===== src/hw/rtl/rpn_ram.sv =====
//------------------------------------------------------------------------------
// rpn_ram
// Generic single-port-write, single-port-read RAM with registered read.
//------------------------------------------------------------------------------
module rpn_ram #(
    parameter int WIDTH = 32,
    parameter int DEPTH = 64
) (
    input  logic                     aclk,
    input  logic                     we,
    input  logic [$clog2(DEPTH)-1:0] waddr,
    input  logic [WIDTH-1:0]         wdata,
    input  logic [$clog2(DEPTH)-1:0] raddr,
    output logic [WIDTH-1:0]         rdata
);

    logic [WIDTH-1:0] mem [DEPTH];

    always_ff @(posedge aclk) begin
        if (we) begin
            mem[waddr] <= wdata;
        end
        rdata <= mem[raddr];
    end

endmodule


===== config.mk =====
export PLATFORM = sky130hd
export DESIGN_NAME = rpn_ram
export DESIGN_NICKNAME = d
export VERILOG_FILES = /design/src/hw/rtl/rpn_ram.sv
export SDC_FILE = /design/constraint.sdc
export NUM_CORES = 2
export LEC_CHECK = 0
export BUFFER_PORTS_ARGS = -buffer_cell sky130_fd_sc_hd__buf_4
export CAP_MARGIN = 20
export CORE_UTILIZATION = 30
export DETAILED_ROUTE_END_ITERATION = 7
export PLACE_DENSITY = 0.44
export SYNTH_ARGS = -nofsm -noshare
export SYNTH_HDL_FRONTEND = slang
export SYNTH_SLANG_ARGS = --single-unit

===== constraint.sdc =====
create_clock -name aclk -period 4.4 [get_ports aclk]
set_clock_uncertainty 0.05 [all_clocks]
set_input_delay 0.88 -clock aclk [delete_from_list [all_inputs] [get_ports aclk]]
set_output_delay 0.88 -clock aclk [all_outputs]
set_load 0.02 [all_outputs]

Word level (Yosys, flattened, before mapping)
Memory sizes are Yosys's and may differ from the RTL's. A register that Yosys moved wholly into a read port is not among the register bits.
Cells that the tools add are included.
{"block": "totals", "regBits": 0, "in_bits": 46, "n_memories": 1, "word_cells": 3, "mem_bits_rw": 2048}
{"block": "op_classes", "muxes": 2}
{"name": "mem", "words": 64, "word_bits": 32, "read_ports": 1, "rd_ports_with_merged_regs": 1, "wr": 1, "line_no": "17", "source": "logic [WIDTH-1:0] mem [DEPTH];"}
{"op": "1-bit 2-to-1 mux", "count": 2}

Logic depth before layout (Yosys ltp)
{"block": "logic_depth", "word_depth": 2, "depth_mapped": 10}

Worst setup path after synthesis
Ideal clock, no wire load.
{"block": "synth_path", "kind": "input port to flip-flop", "from": "in waddr[3]", "to": "mem mem[48][0] (enable)", "n_path_buf": 1, "setup_time_ns": 0.461, "stages": 4, "arrival_ns": 3.579, "setup_slack_ns": 0.310, "cell_sequence": "clkbuf_1 nor2b_1 nand4b_1 nor3_1"}
{"element": "start, declared", "line_no": "11", "source": "input logic [$clog2(DEPTH)-1:0] waddr,"}
{"element": "end, declared", "line_no": "17"}
Straight into the memory's write port.

==> impl_metrics.tcl <==
set metrics [dict create \
    status "completed" \
    tritoncts "done" \
    io_pins 78 \
    setup.worst_path.class "in -> reg" \
    dr.pass1.iters 5 \
    cp.arrival_ns 3.67 \
    route.detailed.wl_per_inst_um 31.1 \
    start_util_pct 30.2 \
    globalplace.congestion 0.743 \
    syn_nets 3370 \
    dpl.hpwl_um 130000 \
    irDropWorstVdd_mv 0.333 \
    tightest_slew_ns 0.893 \
    met1Wirelength_um 103000 \
    synthToLayoutAreaGrowth_pct 18.1 \
    max_freq_mhz 329 \
    top_layer_used "met5" \
    grt_start_max_net_pins 65 \
    final_area_um2 92800 \
    std_cell_rows 187 \
    grt_pass1_wl_um 320000 \
    cp-start-kind "input pin" \
    required_ns 5.03 \
    cts_buffers 223 \
    yosys.area.top_type "edfxtp_1" \
    final_nets 3706 \
    ctsResizeCount 0 \
    reg2reg_slack_ns 2.07 \
    vias_per_cell 5.00 \
    synth.top_cell.area_share_pct 78.3 \
    leakage_nw 28.6 \
    ff_latch_area_um2 62100 \
    period_share_pct 69.0 \
    rsz0062_at_grt "false" \
    ys.flop_type "edfxtp_1" \
    die_y_um 514 \
    nFillCells 23900 \
    synthTopCellsByArea "edfxtp_1 78%, mux4_2 16%, mux2i_1 1.2%" \
    slew_violations 0 \
    final_layout_size_suffix_gt1_share_pct 32.0 \
    via_count 36700 \
    synth_edf_count 2048 \
    clkSinkCount 2080 \
    post_cts_buffers 0 \
    clock_path_buffers 3 \
    drt_iter0_drc 3316 \
    grt_pass1_vias 38700 \
    seq_area_frac_synth_pct 79.1 \
    dieArea_um2 264000 \
    htreeDepth 4 \
    syn_area_um2 78500 \
    synth_seq_cells 2080 \
    synth_commonest_cells "2048 x edfxtp_1, 544 x mux4_2, 137 x nor2_1" \
    async_flop_share_pct 0 \
    wl_um 229000 \
    ys_warn_count 0 \
    fin_tns_setup_ns 0 \
    drc_errors 0 \
    slew_headroom_pct 40.3 \
    core_um2 260000 \
    hold_viol 0 \
    grtUsageTotal_pct 17.4 \
    avgSynthCellArea_um2 23.6 \
    synth_cell_type_count 34 \
    multi_input_area_um2 16000 \
    io_buffers 77 \
    root_buffer "clkbuf_16" \
    postCtsHoldBufs 0 \
    die_w_um 514 \
    hold_path_class "in -> reg" \
    postPlaceCellArea_um2 85500 \
    antenna_found_initial 12 \
    clock_latency_ns 0.86 \
    wl_met2_um 112000 \
    synth_cells 3324 \
    cts.clk_slew.worst_paths_ns 0.06 \
    max-cap-violations 0 \
    period_needed_ns 3.04 \
    powerDensity_nw_per_um2 463 \
    setup_viol 0 \
    grt-ovfl-total 0 \
    end_kind "flip-flop" \
    path_max_fanout 31 \
    yosys.cell_count.top_type "edfxtp_1" \
    ant_nets 0 \
    route.met3.wl_um 10200 \
]
## logic make-up after synthesis
logic type / synth area share (%)
AO/OA/AOI/OAI: 1.67
multiplexers: 16.8
buffers and inverters: 1.13
AND/OR/NAND/NOR: 1.27
flip-flops: 79.1
## flip-flops by register name, summed over array words and instances, names as in the netlist
name / flops
mem: 2048
rdata: 32
## worst paths after layout
| check | endpoint | cells past startpoint | startpoint |
|---|---|---|---|
| setup reg to reg | rdata[25] | 4 | mem[8][25] |
| hold reg to reg | rdata[20] | 4 | mem[28][20] |
| hold / removal | mem[32][27] | 1 | wdata[27] |
| setup / recovery | rdata[19] | 7 | raddr[0] |
## layer usage
| metal | up-vias | track usage [%] |
|---|---|---|
| li1 | 15000 | - |
| met2 | 853 | 28.7 |
| met5 | - | 0 |
| met3 | 254 | 2.73 |
| met4 | 6 | 3.35 |
| met1 | 20600 | 24.4 |
## per-stage QoR
step / utilization [%] / hold WS, ns / setup WS, ns / cells / total power [W]
floorplan: - / 0.613 / 0.310 / 3324 / 0.0235
global placement: 32.9 / 0.708 / 0.235 / 6931 / 0.0247
detailed placement: 32.9 / 0.692 / 0.233 / 6931 / 0.0247
CTS: 35.7 / 0.460 / 1.18 / 7343 / 0.0435
global route: 35.7 / 0.490 / 1.28 / 7343 / 0.0442
finish: 35.7 / 0.499 / 1.36 / 7347 / 0.0429
## power by group
part           switching, W  internal (W)  leakage, nW
Sequential        0.0000896        0.0219         18.7
Combinational       0.00131      0.000824         6.36
Clock               0.00790        0.0108         3.55
## placed cells by master (no fill, tap or decap), drive strengths merged, types with 15 or more instances in the layout
cell type  synthesis  layout
nor2b             15      15
mux2i             93      93
clkbuf            74     285
nor2             137     137
o221ai            27      27
edfxtp          2048    2048
dfxtp             32      32
o22ai             84      84
nand2             26      26
clkinv             0      87
buf              108     293
bufinv             0      21
a21oi             62      62
mux4             544     544
## critical path: stages
cell and delay (ns):
buf_8 0.41, buf_12 0.29, buf_4 0.31, mux4_2 0.56
mux4_2 0.48, o22ai_1 0.47, nor2_1 0.22
## final cells by class
class / instances / area share [%]
Tap cell: 3496 / 4.72
Clock inverter: 127 / 1.37
Multi-Input combinational cell: 1062 / 17.2
Clock buffer: 285 / 6.47
Sequential cell: 2080 / 67.0
Antenna cell: 4 / 0.0108
Timing Repair Buffer: 293 / 3.22
(Power assumes the default switching activity.)
