===== config.mk =====
export PLATFORM = sky130hd
export DESIGN_NAME = rpn_alu
export DESIGN_NICKNAME = d
export VERILOG_FILES = /design/src/hw/rtl/rpn_pkg.sv /design/src/hw/rtl/rpn_alu.sv
export SDC_FILE = /design/constraint.sdc
export NUM_CORES = 2
export LEC_CHECK = 0
export ABC_AREA = 1
export BUFFER_PORTS_ARGS = -buffer_cell sky130_fd_sc_hd__buf_2
export CAP_MARGIN = 20
export CORE_ASPECT_RATIO = 0.5
export CORE_MARGIN = 3
export CORE_UTILIZATION = 25
export DETAILED_ROUTE_END_ITERATION = 16
export SLEW_MARGIN = 20
export SYNTH_ARGS = -nofsm -noshare
export SYNTH_HDL_FRONTEND = slang
export SYNTH_SLANG_ARGS = --single-unit

===== constraint.sdc =====
create_clock -name aclk -period 10.4 [get_ports aclk]
set_input_delay 0.52 -clock aclk [delete_from_list [all_inputs] [get_ports aclk]]
set_output_delay 0.52 -clock aclk [all_outputs]
set_load 0.005 [all_outputs]

===== src/hw/rtl/rpn_pkg.sv =====
//------------------------------------------------------------------------------
// rpn_pkg
// Shared types and constants for the RPN stack calculator.
//------------------------------------------------------------------------------
package rpn_pkg;

    localparam int STACK_DEPTH_DEF = 64;
    localparam int DATA_W          = 32;
    localparam int CMD_W           = 4;

    // token codes
    localparam logic [CMD_W-1:0] CMD_PUSH = 4'd0;
    localparam logic [CMD_W-1:0] CMD_ADD  = 4'd1;
    localparam logic [CMD_W-1:0] CMD_SUB  = 4'd2;
    localparam logic [CMD_W-1:0] CMD_MUL  = 4'd3;
    localparam logic [CMD_W-1:0] CMD_DIV  = 4'd4;
    localparam logic [CMD_W-1:0] CMD_POW  = 4'd5;
    localparam logic [CMD_W-1:0] CMD_LOG  = 4'd6;
    localparam logic [CMD_W-1:0] CMD_SQRT = 4'd7;
    localparam logic [CMD_W-1:0] CMD_SEL  = 4'd8;
    localparam logic [CMD_W-1:0] CMD_EOL  = 4'd9;

    typedef enum logic [3:0] {
        ST_IDLE,
        ST_RD1,
        ST_RD2,
        ST_RD3,
        ST_LAT,
        ST_CALC,
        ST_WAIT,
        ST_WB,
        ST_EOL_RD,
        ST_EOL_LAT,
        ST_OUT
    } state_t;

    // arithmetic unit sequencer states
    typedef enum logic [2:0] {
        A_IDLE, A_DIV, A_POW_M1, A_POW_M2, A_LOG, A_SQRT, A_DONE
    } astate_t;

    // handshake between the sequencer and the arithmetic unit
    typedef struct packed {
        logic             start;
        logic [CMD_W-1:0] op;
    } alu_req_t;

    typedef struct packed {
        logic              done;
        logic              ok;
        logic [DATA_W-1:0] res;
    } alu_rsp_t;

endpackage


===== src/hw/rtl/rpn_alu.sv =====
//------------------------------------------------------------------------------
// rpn_alu
// Multi-cycle arithmetic unit: one 32x32 multiplier and the div and sqrt step
// subtractors, stepped by a small counter for div, pow, log and sqrt.
//------------------------------------------------------------------------------
module rpn_alu
    import rpn_pkg::*;
(
    input  logic              aclk,
    input  logic              aresetn,
    input  alu_req_t          req,
    input  logic [DATA_W-1:0] n1,
    input  logic [DATA_W-1:0] n2,
    input  logic [DATA_W-1:0] n3,
    output alu_rsp_t          rsp
);

    astate_t           st_reg, st_next;
    logic [DATA_W-1:0] a_reg, b_reg, acc_reg, q_reg, rem_reg;
    logic [5:0]        cnt_reg;
    logic              neg_reg, ok_reg;
    logic [DATA_W-1:0] res_reg;

    // shared multiplier; low half for mul/pow, full product for the log compare
    logic [DATA_W-1:0]   mul_a, mul_b, mul_p;
    logic [2*DATA_W-1:0] mul_full;
    assign mul_full = 64'(mul_a) * 64'(mul_b);
    assign mul_p    = mul_full[DATA_W-1:0];

    // div step
    logic [DATA_W:0]   rem_sh, rem_sub;
    assign rem_sh  = {rem_reg, q_reg[DATA_W-1]};
    assign rem_sub = rem_sh - {1'b0, b_reg};

    // sqrt step (restoring digit method, two bits per step)
    logic [DATA_W+1:0] sq_rem, sq_trial;
    assign sq_rem   = {rem_reg, q_reg[DATA_W-1 -: 2]};
    assign sq_trial = sq_rem - {acc_reg, 2'b01};

    logic [DATA_W-1:0] abs1, abs2;
    assign abs1 = n1[DATA_W-1] ? -n1 : n1;
    assign abs2 = n2[DATA_W-1] ? -n2 : n2;

    always_comb begin
        mul_a = a_reg;
        mul_b = b_reg;
        if (req.start) begin
            mul_a = n1;
            mul_b = n2;
        end else if (st_reg == A_POW_M1) begin
            mul_a = acc_reg;
            mul_b = a_reg;
        end else if (st_reg == A_POW_M2) begin
            mul_a = a_reg;
            mul_b = a_reg;
        end else if (st_reg == A_LOG) begin
            mul_a = acc_reg;
            mul_b = b_reg;
        end
    end

    // next state
    always_comb begin
        st_next = st_reg;
        case (st_reg)
            A_IDLE: begin
                if (req.start) begin
                    case (req.op)
                        CMD_DIV:  st_next = (n2 == '0) ? A_DONE : A_DIV;
                        CMD_POW:  st_next = n2[DATA_W-1] ? A_DONE : A_POW_M1;
                        CMD_LOG:  st_next = ($signed(n2) <= 1 || $signed(n1) < 0 ||
                                             n1 < n2) ? A_DONE : A_LOG;
                        CMD_SQRT: st_next = n1[DATA_W-1] ? A_DONE : A_SQRT;
                        default:  st_next = A_DONE;
                    endcase
                end
            end
            A_DIV:    st_next = (cnt_reg == 6'd31) ? A_DONE : A_DIV;
            A_POW_M1: st_next = A_POW_M2;
            A_POW_M2: st_next = (cnt_reg == 6'd31) ? A_DONE : A_POW_M1;
            A_LOG:    st_next = (mul_full > {32'd0, a_reg} || cnt_reg == 6'd31)
                                ? A_DONE : A_LOG;
            A_SQRT:   st_next = (cnt_reg == 6'd15) ? A_DONE : A_SQRT;
            A_DONE:   st_next = A_IDLE;
            default:  st_next = A_IDLE;
        endcase
    end

    always_ff @(posedge aclk) begin
        if (!aresetn) begin
            st_reg <= A_IDLE;
        end else begin
            st_reg <= st_next;
        end
    end

    // datapath
    always_ff @(posedge aclk) begin
        case (st_reg)
            A_IDLE: begin
                if (req.start) begin
                    cnt_reg <= '0;
                    case (req.op)
                        CMD_ADD: begin
                            ok_reg  <= 1'b1;
                            res_reg <= n1 + n2;
                        end
                        CMD_SUB: begin
                            ok_reg  <= 1'b1;
                            res_reg <= n1 - n2;
                        end
                        CMD_MUL: begin
                            ok_reg  <= 1'b1;
                            res_reg <= mul_p;
                        end
                        CMD_SEL: begin
                            ok_reg  <= 1'b1;
                            res_reg <= (n1 == '0) ? n3 : n2;
                        end
                        CMD_DIV: begin
                            ok_reg  <= (n2 != '0);
                            res_reg <= '0;
                            q_reg   <= abs1;
                            b_reg   <= abs2;
                            rem_reg <= '0;
                            neg_reg <= n1[DATA_W-1] ^ n2[DATA_W-1];
                        end
                        CMD_POW: begin
                            ok_reg  <= ~n2[DATA_W-1];
                            res_reg <= '0;
                            acc_reg <= 32'd1;
                            a_reg   <= n1;
                            b_reg   <= n2;
                        end
                        CMD_LOG: begin
                            ok_reg  <= ($signed(n2) > 1);
                            res_reg <= ($signed(n1) < 0) ? '1 : '0;
                            a_reg   <= n1;
                            b_reg   <= n2;
                            acc_reg <= n2;
                        end
                        CMD_SQRT: begin
                            ok_reg  <= ~n1[DATA_W-1];
                            res_reg <= '0;
                            q_reg   <= n1;
                            rem_reg <= '0;
                            acc_reg <= '0;
                        end
                        default: begin
                            ok_reg  <= 1'b1;
                            res_reg <= '0;
                        end
                    endcase
                end
            end
            A_DIV: begin
                cnt_reg <= cnt_reg + 6'd1;
                if (!rem_sub[DATA_W]) begin
                    rem_reg <= rem_sub[DATA_W-1:0];
                    q_reg   <= {q_reg[DATA_W-2:0], 1'b1};
                end else begin
                    rem_reg <= rem_sh[DATA_W-1:0];
                    q_reg   <= {q_reg[DATA_W-2:0], 1'b0};
                end
                if (cnt_reg == 6'd31) begin
                    res_reg <= neg_reg
                        ? -(rem_sub[DATA_W] ? {q_reg[DATA_W-2:0], 1'b0}
                                            : {q_reg[DATA_W-2:0], 1'b1})
                        :  (rem_sub[DATA_W] ? {q_reg[DATA_W-2:0], 1'b0}
                                            : {q_reg[DATA_W-2:0], 1'b1});
                end
            end
            A_POW_M1: begin
                if (b_reg[0]) begin
                    acc_reg <= mul_p;
                end
            end
            A_POW_M2: begin
                a_reg   <= mul_p;
                b_reg   <= {1'b0, b_reg[DATA_W-1:1]};
                cnt_reg <= cnt_reg + 6'd1;
                res_reg <= acc_reg;
            end
            A_LOG: begin
                // acc = b^(k+1) <= a here
                cnt_reg <= cnt_reg + 6'd1;
                res_reg <= {26'd0, cnt_reg} + 32'd1;
                acc_reg <= mul_p;
            end
            A_SQRT: begin
                cnt_reg <= cnt_reg + 6'd1;
                q_reg   <= {q_reg[DATA_W-3:0], 2'b00};
                if (!sq_trial[DATA_W+1]) begin
                    rem_reg <= sq_trial[DATA_W-1:0];
                    acc_reg <= {acc_reg[DATA_W-2:0], 1'b1};
                end else begin
                    rem_reg <= sq_rem[DATA_W-1:0];
                    acc_reg <= {acc_reg[DATA_W-2:0], 1'b0};
                end
                if (cnt_reg == 6'd15) begin
                    res_reg <= {acc_reg[DATA_W-2:0], ~sq_trial[DATA_W+1]};
                end
            end
            default: ;
        endcase
    end

    assign rsp.done = (st_reg == A_DONE);
    assign rsp.ok   = ok_reg;
    assign rsp.res  = res_reg;

endmodule


After elaboration in Yosys (flattened, before gate mapping)
Index checks and enable logic that the tools add are counted.

word-level totals
  bits in read-only memories = 0
  flip-flop bits (word level) = 203
  RAM bits = 0
  input port bits = 103
  memories kept = 0
  latch bits = 0

operators by class
  equal/unequal tests = 25
  divide/modulo/power cells = 0
  multipliers = 1
  mux-type cells = 51
  shifts and indexed selects = 0
  add/subtract/negate cells = 9
  bitwise logic cells = 4
  order comparisons = 5
  reductions and logical operators = 24

operators with widths
  operator                                                          count
  2-to-1 mux 32 bit                                                 25
  case mux 32 bit (5 select lines)                                  2
  case mux 32 bit (3 select lines)                                  3
  case mux 32 bit (2 select lines)                                  4
  case mux 32 bit (4 select lines)                                  1
  negation 32 bit                                                   3
  greater-than comparator 64 x 32 -> 1 bit                          1
  logical NOT 32 bit                                                2
  multiplier 32 x 32 -> 64 bit                                      1
  subtractor 34 bit                                                 1
  subtractor 33 x 32 -> 33 bit                                      1
  adder 32 bit                                                      1
  greater-than comparator 32 x 2 -> 1 bit (second input constant)   1
  less-or-equal comparator 32 x 2 -> 1 bit (second input constant)  1
  less-than comparator 32 x 1 -> 1 bit (second input constant)      1
  less-than comparator 32 bit                                       1
  nonzero test 32 bit                                               1
  subtractor 32 bit                                                 1
  case mux 3 bit (6 select lines)                                   1
  == test 4 x 3 -> 1 bit (second input constant)                    4
  2-to-1 mux 3 bit                                                  5
  AND reduction 3 bit                                               5
  != test 2 bit (second input constant)                             6
  case mux 3 bit (4 select lines)                                   1
  other kinds (30)                                                  46

Logic depth before layout (Yosys ltp)
  word-level depth = 10
  depth in mapped cells = 51

Worst setup path after synthesis
Ideal clock, no wire load.

  kind = input to register
  from = in req[4] in the netlist's numbering
  to = reg st_reg[1]
  data arrival time = 8597 ps
  path slack = 1686 ps
  setup time = 117 ps
  stages = 42
  data required time = 10283 ps
  path buffers = 4
  cell sequence = inv_1 -> buf_2 -> buf_2 -> buf_1 -> o211ai_1 -> o21ai_2 -> buf_2 -> nor2_1 -> fa_1 -> fa_1 -> fa_1 -> inv_1 -> fa_1 -> inv_1 -> fa_1 -> inv_1 -> fa_1 -> inv_1 -> (+6 left out) -> nor2_1 -> nand4_1 -> nand3_1 -> xor2_1 -> ha_1 -> a21oi_1 -> o21a_1 -> nand2_1 -> a21oi_1 -> nand2_1 -> nand2_1 -> nand3_1 -> nor2_1 -> nand4_1 -> nor2_1 -> nand3_1 -> nand2_1 -> a21oi_1

between the ends
  cells in the longest elaborated chain, start to end = 6

ends and longest elaborated chain
  item                                      RTL line       source
  start, declared                           rpn_alu.sv:11  input alu_req_t req,
  2-to-1 mux 32 bit                         rpn_alu.sv:47  if (req.start) begin
  multiplier 32 x 32 -> 64 bit              rpn_alu.sv:27  assign mul_full = 64'(mul_a) * 64'(mul_b);
  greater-than comparator 64 x 32 -> 1 bit  rpn_alu.sv:81  A_LOG: st_next = (mul_full > {32'd0, a_reg} || cnt_reg == 6'd31)
  logical OR 1 bit                          rpn_alu.sv:81
  2-to-1 mux 2 bit                          rpn_alu.sv:82  ? A_DONE : A_LOG;
  case mux 3 bit (6 select lines)           rpn_alu.sv:65  case (st_reg)
  end signal, assigned                      rpn_alu.sv:93  st_reg <= st_next;
  end, declared                             rpn_alu.sv:18  astate_t st_reg, st_next;

Several ways; a longest one is shown, not always the timed one.
A chain may end at the register's enable or synchronous reset.

Worst setup path after layout
  from = reg st_reg[2]
  to = reg st_reg[1]

between the ends
  cells in the longest elaborated chain, start to end = 10

ends and longest elaborated chain
  item                                      RTL line                      source
  == test 3 bit                             rpn_alu.sv:56, rpn_alu.sv:65
  2-to-1 mux 32 bit                         rpn_alu.sv:56                 end else if (st_reg == A_LOG) begin
  2-to-1 mux 32 bit                         rpn_alu.sv:53                 end else if (st_reg == A_POW_M2) begin
  2-to-1 mux 32 bit                         rpn_alu.sv:50                 end else if (st_reg == A_POW_M1) begin
  2-to-1 mux 32 bit                         rpn_alu.sv:47
  multiplier 32 x 32 -> 64 bit              rpn_alu.sv:27
  greater-than comparator 64 x 32 -> 1 bit  rpn_alu.sv:81
  logical OR 1 bit                          rpn_alu.sv:81
  2-to-1 mux 2 bit                          rpn_alu.sv:82
  case mux 3 bit (6 select lines)           rpn_alu.sv:65

Several ways; a longest one is shown, not always the timed one.

==> impl_metrics.env <==
export IMPL_wl_met3_um=28000
export IMPL_clk_pin_slew_ns=0.07
export IMPL_syn_mean_instance_area_um2=7.31
export IMPL_wl_met2_um=108000
export IMPL_drv_slew=0
export IMPL_yosys_warnings=0
export IMPL_areaGrowthSynthToFinish_pct=11.1
export IMPL_worstRegToRegCells=45
export IMPL_fmax_mhz=99.7
export IMPL_drc=0
export IMPL_clock_path_buffers=3
export IMPL_die_w_um=679
export IMPL_hold_depth=3
export IMPL_async_reset_ff_frac=0
export IMPL_yosys_most_used_dff="edfxtp_1"
export IMPL_finalWirelength_um=256000
export IMPL_ff2ff_setup_slack_ns=0.37
export IMPL_hold_class="in -> reg"
export IMPL_grt_pass1_wl_um=371000
export IMPL_required_ns=10.83
export IMPL_dp_hpwl_um=216000
export IMPL_start_util=0.254
export IMPL_max_stage_delay_ns=0.55
export IMPL_ctsHoldBuffers=0
export IMPL_antenna_found_initial=30
export IMPL_slowest_stage="fa_1"
export IMPL_met1_length_um=107000
export IMPL_track_usage=0.216
export IMPL_num_rows=122
export IMPL_synth_top_area_frac=0.317
export IMPL_wire_per_inst_um=23.6
export IMPL_cts_tree="yes"
export IMPL_coreArea_um2=223000
export IMPL_vias=54760
export IMPL_cpMostUsedCell="nand2_1"
export IMPL_drt_initial_drc_count=6750
export IMPL_ys_types=59
export IMPL_synth_seq_cells=203
export IMPL_worst_pin_slew_ns=1.25
export IMPL_start_kind="flop"
export IMPL_vias_per_cell=5.03
export IMPL_synthTopCellsByArea="fa_1 32%, nand2_1 12%, inv_1 11%, edfxtp_1 11%, ha_1 9.4%"
export IMPL_nets=9304
export IMPL_die_h_um=343
export IMPL_setup_tns_ns=0
export IMPL_cts_sinks=203
export IMPL_reg2reg_to="st_reg[1]"
export IMPL_yosysSeqAreaShare=0.107
export IMPL_grt_overflow=0
export IMPL_r2r_start="st_reg[2]"
export IMPL_synth_fp_nets=9189
export IMPL_io_pins=137
export IMPL_rsz0062_at_grt="false"
export IMPL_top_layer="met5"
export IMPL_drv_cap=0
export IMPL_ant_nets=0
export IMPL_drive_gt1_frac=0.0746
export IMPL_clk_latency_ns=0.57
export IMPL_worstSetupPathType="reg -> reg"
export IMPL_clock_skew_final_ns=0.0303
export IMPL_cp_data_arrival_time_ns=10.46
export IMPL_syn_area_um2=56700
export IMPL_synth_edf_count=200
export IMPL_cts_made_buffers=24
export IMPL_hold_viol_final=0
export IMPL_place_congestion=1.02
export IMPL_final_min_clock_period_ns=10.03
export IMPL_htreeDepth=1
export IMPL_post_route_period_util=0.964
export IMPL_setup_viol=0
export IMPL_grt_pass1_vias=53897
export IMPL_relSlewSlack=0.160
export IMPL_die_area_um2=233000
export IMPL_yosysTopAreaCell="fa_1"
export IMPL_drtPass1Iterations=6
export IMPL_worstSetupEndpoint="st_reg[1]"
export IMPL_status="finished clean"
export IMPL_critPathLaunch="st_reg[2]"
export IMPL_cts_root_buf="clkbuf_16"
export IMPL_portBuffers=136
export IMPL_netlist_instances=7760
export IMPL_worstPathMaxFanout=18
export IMPL_cp_end_kind="flop"
export IMPL_grt_max_degree=65
logic make-up after synthesis:
kind of cell | count (synthesis) | synth area share
adder cells (fa/ha/maj) | 1326 | 0.412
XOR/XNOR | 103 | 0.0159
flip-flops | 203 | 0.107
AND/OR/NAND/NOR | 3134 | 0.223
buffers and inverters | 1925 | 0.131
AO/OA/AOI/OAI | 1069 | 0.111
cell type report:
cell class / count / area, um^2
Clock inverter: 19 / 302
Fill cell: 24517 / 160000
Clock buffer: 25 / 626
Tap cell: 2976 / 3720
Inverter: 1638 / 6160
Sequential cell: 203 / 6070
Multi-Input combinational cell: 5634 / 43500
Timing Repair Buffer: 374 / 2600
Antenna cell: 16 / 40.0
critical path, delay by kind of cell (launching register included):
family	cells	cell delay [ns]
buf+inv	8	0.96
xor+xnor	1	0.41
simple gates	23	3.26
fa+ha+maj	10	4.40
compound gates	3	0.46
flops	1	0.37
how the worst min path moves through the flow:
stage / from / end / slack, ns
3_3_place_gp: b_reg[30] / b_reg[29] / 0.54
4_1_cts: n2[31] / b_reg[31] / 0.39
3_5_place_dp: b_reg[4] / b_reg[3] / 0.54
2_1_floorplan: b_reg[30] / b_reg[29] / 0.52
6_report: n2[31] / b_reg[31] / 0.42
5_1_grt: n2[31] / b_reg[31] / 0.41
cells in the mapped netlist (all sizes together) (8+ instances only):
| library cell | n |
|---|---|
| o2111ai | 9 |
| clkbuf | 126 |
| nand3b | 11 |
| inv | 1634 |
| or2 | 30 |
| nor4 | 18 |
| nand2 | 1752 |
| xor2 | 74 |
| a221oi | 10 |
| o21bai | 24 |
| o22ai | 27 |
| a21oi | 336 |
| o21a | 16 |
| ha | 427 |
| nand4 | 79 |
| fa | 899 |
| o221ai | 35 |
| o21ai | 422 |
| a31oi | 17 |
| nor3 | 60 |
| nor2 | 936 |
| a21o | 23 |
| a22oi | 8 |
| edfxtp | 200 |
| xnor2 | 29 |
| nand3 | 241 |
| o211ai | 103 |
| buf | 161 |
| a211oi | 10 |
layout by cell type, fill, tap and decap left out, types with 200 or more instances in the layout:
| master | instances |
|---|---|
| o21ai_0 | 332 |
| nor2_1 | 915 |
| nand3_1 | 238 |
| inv_1 | 1599 |
| ha_1 | 427 |
| fa_1 | 899 |
| nand2_1 | 1743 |
| edfxtp_1 | 200 |
| a21oi_1 | 334 |
| buf_4 | 227 |
per-stage QoR:
step	instances	area (um^2)	hold slack, ns	setup WS [ns]	util
final	10885	63000	0.420	0.374	0.282
after global routing	10883	63000	0.414	0.0193	0.282
after floorplan	7760	56700	0.520	1.69	-
after detailed placement	10819	61800	0.543	0.233	0.277
after CTS	10863	62800	0.394	0.167	0.281
after global placement	10819	61800	0.538	0.187	0.277
per-layer routing:
layer | global-route usage | vias up
met5 | 0 | -
met4 | 0.0976 | 6
met3 | 0.0456 | 431
met2 | 0.326 | 3098
met1 | 0.296 | 26977
li1 | - | 24248
timing repair:
| action | 4_1_cts | 5_1_grt |
|---|---|---|
| resized for setup | 0 | 25 |
| endpoints found under the setup margin | 0 | 1 |
| buffers inserted | 0 | 3 |
Power is not shown: default switching activity piles up to over one toggle a cycle in this logic, so the estimate is an artifact.
